### src/rck_pkg.sv
package rck_pkg;

    // line store depth per row, and its address width
    localparam int MaxLine   = 1024;
    localparam int MaxKernel = 3;
    localparam int AddrW     = $clog2(MaxLine);
    // counter compare width: holds the clipped width and the width register
    localparam int CntW      = (AddrW + 1 > 11) ? AddrW + 1 : 11;
    localparam int AccW      = 28;
    localparam int MagW      = 28;
    localparam int PixW      = 24;
    localparam int SatBit    = 8;

    typedef enum logic [2:0] {
        RegImageWidth    = 3'd0,
        RegImageHeight   = 3'd1,
        RegKernelWidth   = 3'd2,
        RegKernelHeight  = 3'd3,
        RegWeightsTop    = 3'd4,
        RegWeightsMiddle = 3'd5,
        RegWeightsBottom = 3'd6,
        RegWeightTotal   = 3'd7
    } rck_reg_t;

    typedef struct packed {
        logic       capture;
        logic       shift;
        logic       mac_clear;
        logic       mac_en;
        logic [1:0] tap_row;
        logic [1:0] tap_col;
        logic       div_init;
        logic       div_step;
        logic [3:0] div_bit;
        logic       out_load;
    } rck_cmd_t;

    typedef struct packed {
        logic emit;
        logic out_free;
    } rck_status_t;

    function automatic logic [1:0] kern_eff(input logic [1:0] k);
        logic [1:0] r;
        r = (k == 2'd0) ? 2'd1 : k;
        if (r > 2'(MaxKernel))
        begin
            r = 2'(MaxKernel);
        end
        return r;
    endfunction

endpackage

### src/rck_ctrl.sv
module rck_ctrl (
    input  logic                clk,
    input  logic                rst_n,
    input  logic                in_valid,
    output logic                in_ready,
    input  rck_pkg::rck_status_t status,
    output rck_pkg::rck_cmd_t    cmd
);
    typedef enum logic [2:0] {IDLE, LOAD, MAC, PREP, DIV, DONE} state_t;

    state_t     state_reg, state_next;
    logic [1:0] row_reg, row_next;
    logic [1:0] col_reg, col_next;
    logic [3:0] bit_reg, bit_next;

    always_ff @(posedge clk or negedge rst_n)
    begin
        if (!rst_n)
        begin
            state_reg <= IDLE;
            row_reg   <= '0;
            col_reg   <= '0;
            bit_reg   <= '0;
        end
        else
        begin
            state_reg <= state_next;
            row_reg   <= row_next;
            col_reg   <= col_next;
            bit_reg   <= bit_next;
        end
    end

    always_comb
    begin
        state_next = state_reg;
        row_next   = row_reg;
        col_next   = col_reg;
        bit_next   = bit_reg;
        cmd        = '0;
        cmd.tap_row = row_reg;
        cmd.tap_col = col_reg;
        cmd.div_bit = bit_reg;
        in_ready   = 1'b0;
        unique case (state_reg)
            IDLE:
            begin
                in_ready    = 1'b1;
                cmd.capture = in_valid;
                if (in_valid)
                begin
                    state_next = LOAD;
                end
            end
            LOAD:
            begin
                cmd.shift     = 1'b1;
                cmd.mac_clear = 1'b1;
                row_next      = '0;
                col_next      = '0;
                state_next    = status.emit ? MAC : IDLE;
            end
            MAC:
            begin
                cmd.mac_en = 1'b1;
                if (col_reg == 2'd2)
                begin
                    col_next = '0;
                    if (row_reg == 2'd2)
                    begin
                        state_next = PREP;
                    end
                    else
                    begin
                        row_next = row_reg + 2'd1;
                    end
                end
                else
                begin
                    col_next = col_reg + 2'd1;
                end
            end
            PREP:
            begin
                cmd.div_init = 1'b1;
                bit_next     = 4'(rck_pkg::SatBit);
                state_next   = DIV;
            end
            DIV:
            begin
                cmd.div_step = 1'b1;
                if (bit_reg == '0)
                begin
                    state_next = DONE;
                end
                else
                begin
                    bit_next = bit_reg - 4'd1;
                end
            end
            DONE:
            begin
                if (status.out_free)
                begin
                    cmd.out_load = 1'b1;
                    state_next   = IDLE;
                end
            end
            default:
            begin
                state_next = IDLE;
            end
        endcase
    end
endmodule

### config.mk
export PLATFORM = sky130hd
export DESIGN_NAME = rck_ctrl
export DESIGN_NICKNAME = d
export VERILOG_FILES = /design/src/rck_pkg.sv /design/src/rck_ctrl.sv
export SDC_FILE = /design/constraint.sdc
export NUM_CORES = 1
export LEC_CHECK = 0
export BUFFER_PORTS_ARGS = -buffer_cell sky130_fd_sc_hd__buf_4
export CORE_MARGIN = 10
export CORE_UTILIZATION = 25
export CTS_BUF_LIST = sky130_fd_sc_hd__clkbuf_4 sky130_fd_sc_hd__clkbuf_8 sky130_fd_sc_hd__clkbuf_16
export DETAILED_ROUTE_END_ITERATION = 6
export PLACE_DENSITY_LB_ADDON = 0.05
export SYNTH_ARGS = -nofsm -noshare
export SYNTH_HDL_FRONTEND = slang
export SYNTH_SLANG_ARGS = --single-unit
### constraint.sdc
create_clock -name clk -period 4.14 [get_ports clk]
set_input_delay 0.414 -clock clk [delete_from_list [all_inputs] [get_ports clk]]
set_output_delay 0.414 -clock clk [all_outputs]
set_load 0.005 [all_outputs]
==> metrics, run 1 <==
GRT Resource Usage Total 6.495%; width of the die 72.13 um; area of the core region 2545 sq um; total standard cell area after synthesis 679.4 sq um; Setup Skew 0.004148 ns; count of max-cap constraint violations 0; Slew HR 67.75%; die span in y 72.13 um; CP Capture Type output pin; Post-Place Worst Slack 2.499 ns; Final setup violation count 0; DP Area 845.8 sq um; worst min-delay path category in2reg; mean area per synthesized cell 9.846 sq um; nets in the synthesized netlist 77; post-route fraction of the period consumed by the critical path 44.65%; Congestion Overflow GR 0; routed length per placed instance 13.95 um; unrepaired setup endpoints after global routing false; final count of hold timing violations 0; Sink Count 11; Synth Instances 69; status complete, no violations; wire length of the first global-routing pass 2760 um; cts repair resizes 0; leakage power of the design 0.0004369 uW; number of antenna violations at the first check in global routing 0; initial detailed-routing violation count 33; worst-margin pin slew 0.4838 ns; worst vdd ir 303.3 uV; category of the most critical setup path reg2out; distinct cell type count after synthesis 31; Req. time, crit path 3.73 ns; Routed WL 1674 um; clock tree from TritonCTS done; peak fanout along the critical path 15; commonest cells after routing, fill and taps aside 20 x buf_4, 11 x dfrtp_1, 7 x nand2_1; total of warnings raised by yosys 0; most common cell after layout, fill and taps aside buf_4; maximum number of pins on one net before global-route repair 16; sort of element at the start of the critical path flip-flop; count of H-tree levels built during CTS 1; number of vias per cell 4.750; Pwr Total 656.3 uW; total negative setup slack 0 ns; combined buffer and inverter count along the critical path 2; detailed-router iteration count before antenna repair 4; destination of the worst hold path state_reg[0]; clock insertion delay at the later pin of the skew report 0.26 ns; non-filler instance count after layout 120; fraction of the yosys area taken by sequential cells 40.52%; Highest Clock Rate 541.0 MHz; Core Rows 18; via count of the first global-routing pass 585; CP arrival 1.43 ns; Layout Area Growth over Synthesis 30.39%; number of buffers between clock root and the deepest sink 2; synthesis-stage register bit count 11; worst r2r path cells 5; Tmin final 1.848 ns; number of buffers added on ports 20; effective utilization at floorplan 26.70%; destination of the worst register-to-register timing path row_reg[1]; number of nets in the layout 99; top cell family by delay on the critical path flip-flops; Antenna Diode Count 0; I/O pin count 21; cells along the critical path nand3b_1 > inv_1 > buf_4; min setup slack post-route 2.292 ns; total clock buffers created by CTS 3; count of unresolved DRC violations after routing 0; hold path cells 2; Routed Antenna Nets 0; total via count in the routed design 570; clock slew at the register clock pins of the worst setup and hold paths 0.07 ns; Worst Hold Launch status[0]; Die Footprint 5203 sq um; reg-to-reg slack, setup 2.50 ns; critical path's largest stage delay 0.65 ns; standard cell with the maximum stage delay on the critical path dfrtp_1; largest area contributor in the synthesized netlist dfrtp_1; ranking of synthesized cells by area dfrtp_1 41%, a22o_1 6.4%, ha_1 5.5%, nand2_1 3.9%, nor4b_4 3.5%; RR Startpoint row_reg[0]; global placer's final weighted congestion 0.6828; share of layout cells above drive strength 1 32.22%; sum of net half-perimeters after detailed placement 1254 um; max FFs per register 4; PD cells 740.9 nW/um^2; Cells after DPL 115; top-area cell type share of the netlist area 40.52%; total non-filler cell area in the finished layout 885.9 sq um; clk root buf clkbuf_4; number of max-slew violations in the final report 0
-- worst max-delay path by stage --
stage                      start         end  cells past startpoint
global route        state_reg[0]      cmd[6]                      3
global placement      row_reg[0]  row_reg[1]                      5
floorplan             row_reg[0]  row_reg[1]                      5
finish              state_reg[0]      cmd[6]                      3
detailed placement    row_reg[0]  row_reg[1]                      5
CTS                 state_reg[0]      cmd[6]                      3
-- per-layer routing --
layer / vias to the layer above / part of all wire, % / GRT usage, %
li1: 286 / - / -
met1: 264 / 49 / 7.922
met2: 18 / 41 / 9.427
met3: 2 / 9.2 / 4.082
met4: 0 / 0.54 / 1.290
met5: - / 0 / 0
-- area by class of cell --
class | instances | area, sq um
Inverter | 4 | 15.01
Clock buffer | 4 | 30.03
Multi-Input combinational cell | 50 | 367.9
Fill cell | 270 | 1659
Sequential cell | 11 | 275.3
Tap cell | 30 | 37.54
Timing Repair Buffer | 21 | 160.2
-- metrics by stage --
stage	hold slack, ns	util [%]
after CTS	0.3416	34.81
final	0.3523	34.81
after global placement	0.2653	33.24
after detailed placement	0.2638	33.24
after global routing	0.3495	34.81
after floorplan	0.1184	-
-- report_power, final --
group	switching [uW]	leakage, uW	internal, uW	total, uW
registers	93.2	0.000141	153	246
clock network	34.4	0.0000184	43.8	78.2
logic	138	0.000277	193	332
-- kinds of logic (layout without fill, tap and decap cells) --
logic type / Yosys count / count (layout) / share of synthesized area, %
simple gates: 31 / 31 / 28.91
compound gates: 11 / 11 / 11.79
flops: 11 / 11 / 40.52
buf+inv: 8 / 29 / 5.340
mux: 5 / 5 / 7.919
fa+ha+maj: 3 / 3 / 5.525
-- cell usage after synthesis, drive strengths merged --
cell / number
or2: 2
nor4b: 1
o22ai: 1
o21ai: 2
mux2i: 2
dfrtp: 11
a31oi: 1
nand2: 7
nor2b: 2
a22o: 5
nand2b: 1
inv: 4
nor3: 3
a32oi: 1
nor3b: 3
mux2: 3
clkbuf: 1
ha: 3
buf: 3
nor2: 3
nand3b: 2
a21oi: 1
nand3: 2
and2: 2
and3: 2
or3b: 1
-- timing repair --
action	CTS	global route
hold buffers	1	0
setup buffers	0	0
endpoints found under the hold margin	11	0
(Power assumes the default switching activity.)
==> run 2: changes to the inputs <==
--- a/config.mk
+++ b/config.mk
@@ -5,6 +5,7 @@
 export SDC_FILE = /design/constraint.sdc
 export NUM_CORES = 1
 export LEC_CHECK = 0
+export ABC_AREA = 1
 export BUFFER_PORTS_ARGS = -buffer_cell sky130_fd_sc_hd__buf_4
 export CORE_MARGIN = 10
 export CORE_UTILIZATION = 25
==> constraint.sdc (replaced) <==
create_clock -name clk -period 1.8 [get_ports clk]
set_input_delay 0.18 -clock clk [delete_from_list [all_inputs] [get_ports clk]]
set_output_delay 0.18 -clock clk [all_outputs]
set_load 0.005 [all_outputs]
==> run 2 against run 1 <==
Effect of this change:
- clock skew fell by 0.0021 ns
- hold slack worse by 0.25 ns
- setup slack lost 2.0 ns
- largest cell class unchanged
==> metrics, run 2 <==
non-filler instance count after layout 150 (+25%); Die Footprint 5293 sq um (+1.7%); distinct cell type count after synthesis 20 (-35%); number of max-slew violations in the final report 0 (unchanged); total standard cell area after synthesis 695.7 sq um (+2.4%); total clock buffers created by CTS 3 (unchanged); sort of element at the start of the critical path flip-flop; Worst Hold Launch status[1]; count of flip-flops with a built-in enable after synthesis 0 (unchanged); Tmin final 1.488 ns; post-route fraction of the period consumed by the critical path 82.66%; RR Startpoint bit_reg[0]; fraction of registers with async set/reset 100.0% (unchanged); ranking of synthesized cells by area dfrtp_1 40%, nand2_1 11%, nand3_1 9.4%, inv_1 7.0%, ha_1 5.4%; Layout Area Growth over Synthesis 31.12%; Post-CTS Setup Repair Bufs 0 (unchanged); count of H-tree levels built during CTS 1 (unchanged); routed length per placed instance 11.57 um (-17%); Synth Instances 96 (+39%); area of the core region 2710 sq um (+6.5%); count of unresolved DRC violations after routing 0 (unchanged); status complete, no violations; fraction of the yosys area taken by sequential cells 39.57% (-0.95 points); sum of net half-perimeters after detailed placement 1400 um (+12%); hold path cells 3 (+1); Critical path origin state_reg[2]; number of antenna violations at the first check in global routing 0 (unchanged); clock insertion delay at the later pin of the skew report 0.27 ns (about the same); worst vdd ir 572.8 uV (+89%); area of all sequential standard cells 275.3 sq um (unchanged); Final setup violation count 0 (unchanged); via count of the first global-routing pass 713 (+22%); Congestion Overflow GR 0 (unchanged); synthesis-stage register bit count 11 (unchanged); global placer's final weighted congestion 0.7282 (+6.6%); Routed WL 1736 um (+3.7%); maximum number of pins on one net before global-route repair 12 (-4); Setup Skew 0.002046 ns (-0.002102 ns); commonest cells after routing, fill and taps aside 21 x nand2_1, 20 x buf_4, 13 x inv_1, 13 x nand3_1, 11 x dfrtp_1; number of vias per cell 4.327 (-8.9%); worst min-delay path category in2reg; total negative setup slack 0 ns (unchanged); PD cells 1490 nW/um^2 (+100%); Core Rows 19 (+1); total via count in the routed design 649 (+14%); initial detailed-routing violation count 25 (-24%); most common cell after layout, fill and taps aside nand2_1; clock slew at the register clock pins of the worst setup and hold paths 0.07 ns (about the same); Highest Clock Rate 672.1 MHz; prevailing post-synth register cell dfrtp_1; fillcell total 309 (+14%); fraction of the core area covered by cells at the end of the flow 33.66% (-1.2 points); category of the most critical setup path reg2out; Slew HR 77.62% (+9.9 points); detailed-router iteration count before antenna repair 3 (-1); top-area cell type share of the netlist area 39.57% (-0.95 points); share of layout cells above drive strength 1 28.57% (-3.7 points); peak fanout along the critical path 8 (-7); final count of hold timing violations 0 (unchanged); worst-margin pin slew 0.3356 ns (-0.1481 ns); clk root buf clkbuf_4; Antenna Diode Count 0 (unchanged); Req. time, crit path 1.62 ns (-2.11 ns); Cells after DPL 145 (+26%); CP Capture Type output pin; mean area per synthesized cell 7.247 sq um (-26%); wire length of the first global-routing pass 3049 um (+10%); effective utilization at floorplan 25.67% (-1.0 points); die span in y 72.75 um (+0.86%); width of the die 72.75 um (+0.86%); worst r2r path cells 9 (+4); CP arrival 1.31 ns (-0.12 ns); clock tree from TritonCTS done; nets in the synthesized netlist 104 (+35%); area of combinational cells with multiple inputs 345.3 sq um (-6.1%); Sink Count 11 (unchanged); leakage power of the design 0.0005097 uW (+17%); Routed Antenna Nets 0 (unchanged); GRT Resource Usage Total 7.151% (+0.66 points); number of buffers added on ports 20 (unchanged); largest area contributor in the synthesized netlist dfrtp_1; total of warnings raised by yosys 0 (unchanged); I/O pin count 21 (unchanged); synth cell count leaders 21 x nand2_1, 13 x inv_1, 13 x nand3_1, 11 x dfrtp_1, 10 x nor2_1; count of max-cap constraint violations 0 (unchanged); max FFs per register 4 (unchanged); number of buffers between clock root and the deepest sink 2 (unchanged); unrepaired setup endpoints after global routing false; most frequent cell after synthesis nand2_1; number of nets in the layout 128 (+29%)
==> run 2: path summary, 6_finish.rpt <==
path                           endpoint  slack [ns]
max reg2reg                state_reg[2]        0.46
max in group asynchronous    col_reg[0]        1.37
min                        state_reg[1]        0.11
max                             cmd[11]        0.31
min in group asynchronous    bit_reg[3]        0.28
min reg2reg                  bit_reg[3]        0.52
==> run 2: area by class of cell <==
class | count | share of cell area (%)
multi-input combinational | 67 | 37.86
sequential | 11 | 30.18
tap | 31 | 4.252
timing repair buffer | 21 | 17.56
inverter | 16 | 6.859
clock buffer | 4 | 3.292
==> run 2: stage by stage <==
stage	hold WS (ns)	setup slack, ns	instance area, sq um	power, uW
final	0.1072	0.3122	912.1	1359
after CTS	0.09493	0.2982	912.1	1399
after floorplan	-0.1156	0.5410	695.7	896.1
after detailed placement	0.03229	0.4484	872.1	1194
after global placement	0.02918	0.4854	872.1	1200
after global routing	0.1110	0.2071	912.1	1520
==> run 2: timing repair <==
item,in CTS,in global routing
setup endpoints to repair,0,0
hold buffers,1,0
gates resized for setup,0,0
hold endpoints to repair,11,0
==> run 2: layer usage <==
metal	global-route usage (%)	vias up	part of all wire, %
li1	-	349	-
met1	8.386	283	47
met2	10.79	15	44
met3	2.993	2	7.9
met4	3.797	0	1.2
met5	0	-	0
==> run 2: cell families after synthesis <==
kind of cell | share of synthesized area, %
compound gates | 6.655
fa+ha+maj | 5.396
buf+inv | 10.79
flops | 39.57
simple gates | 37.59
==> run 2: where the power goes <==
part	internal [uW]	total, uW	switching (uW)
Sequential	337	434	97.3
Combinational	327	737	410
Clock	101	189	87.7
==> run 2: worst max-delay path: stages, from the launching register on <==
cell and delay, ns:
dfrtp_1 0.50, inv_4 0.14, nand3_2 0.13, inv_1 0.15
buf_4 0.13
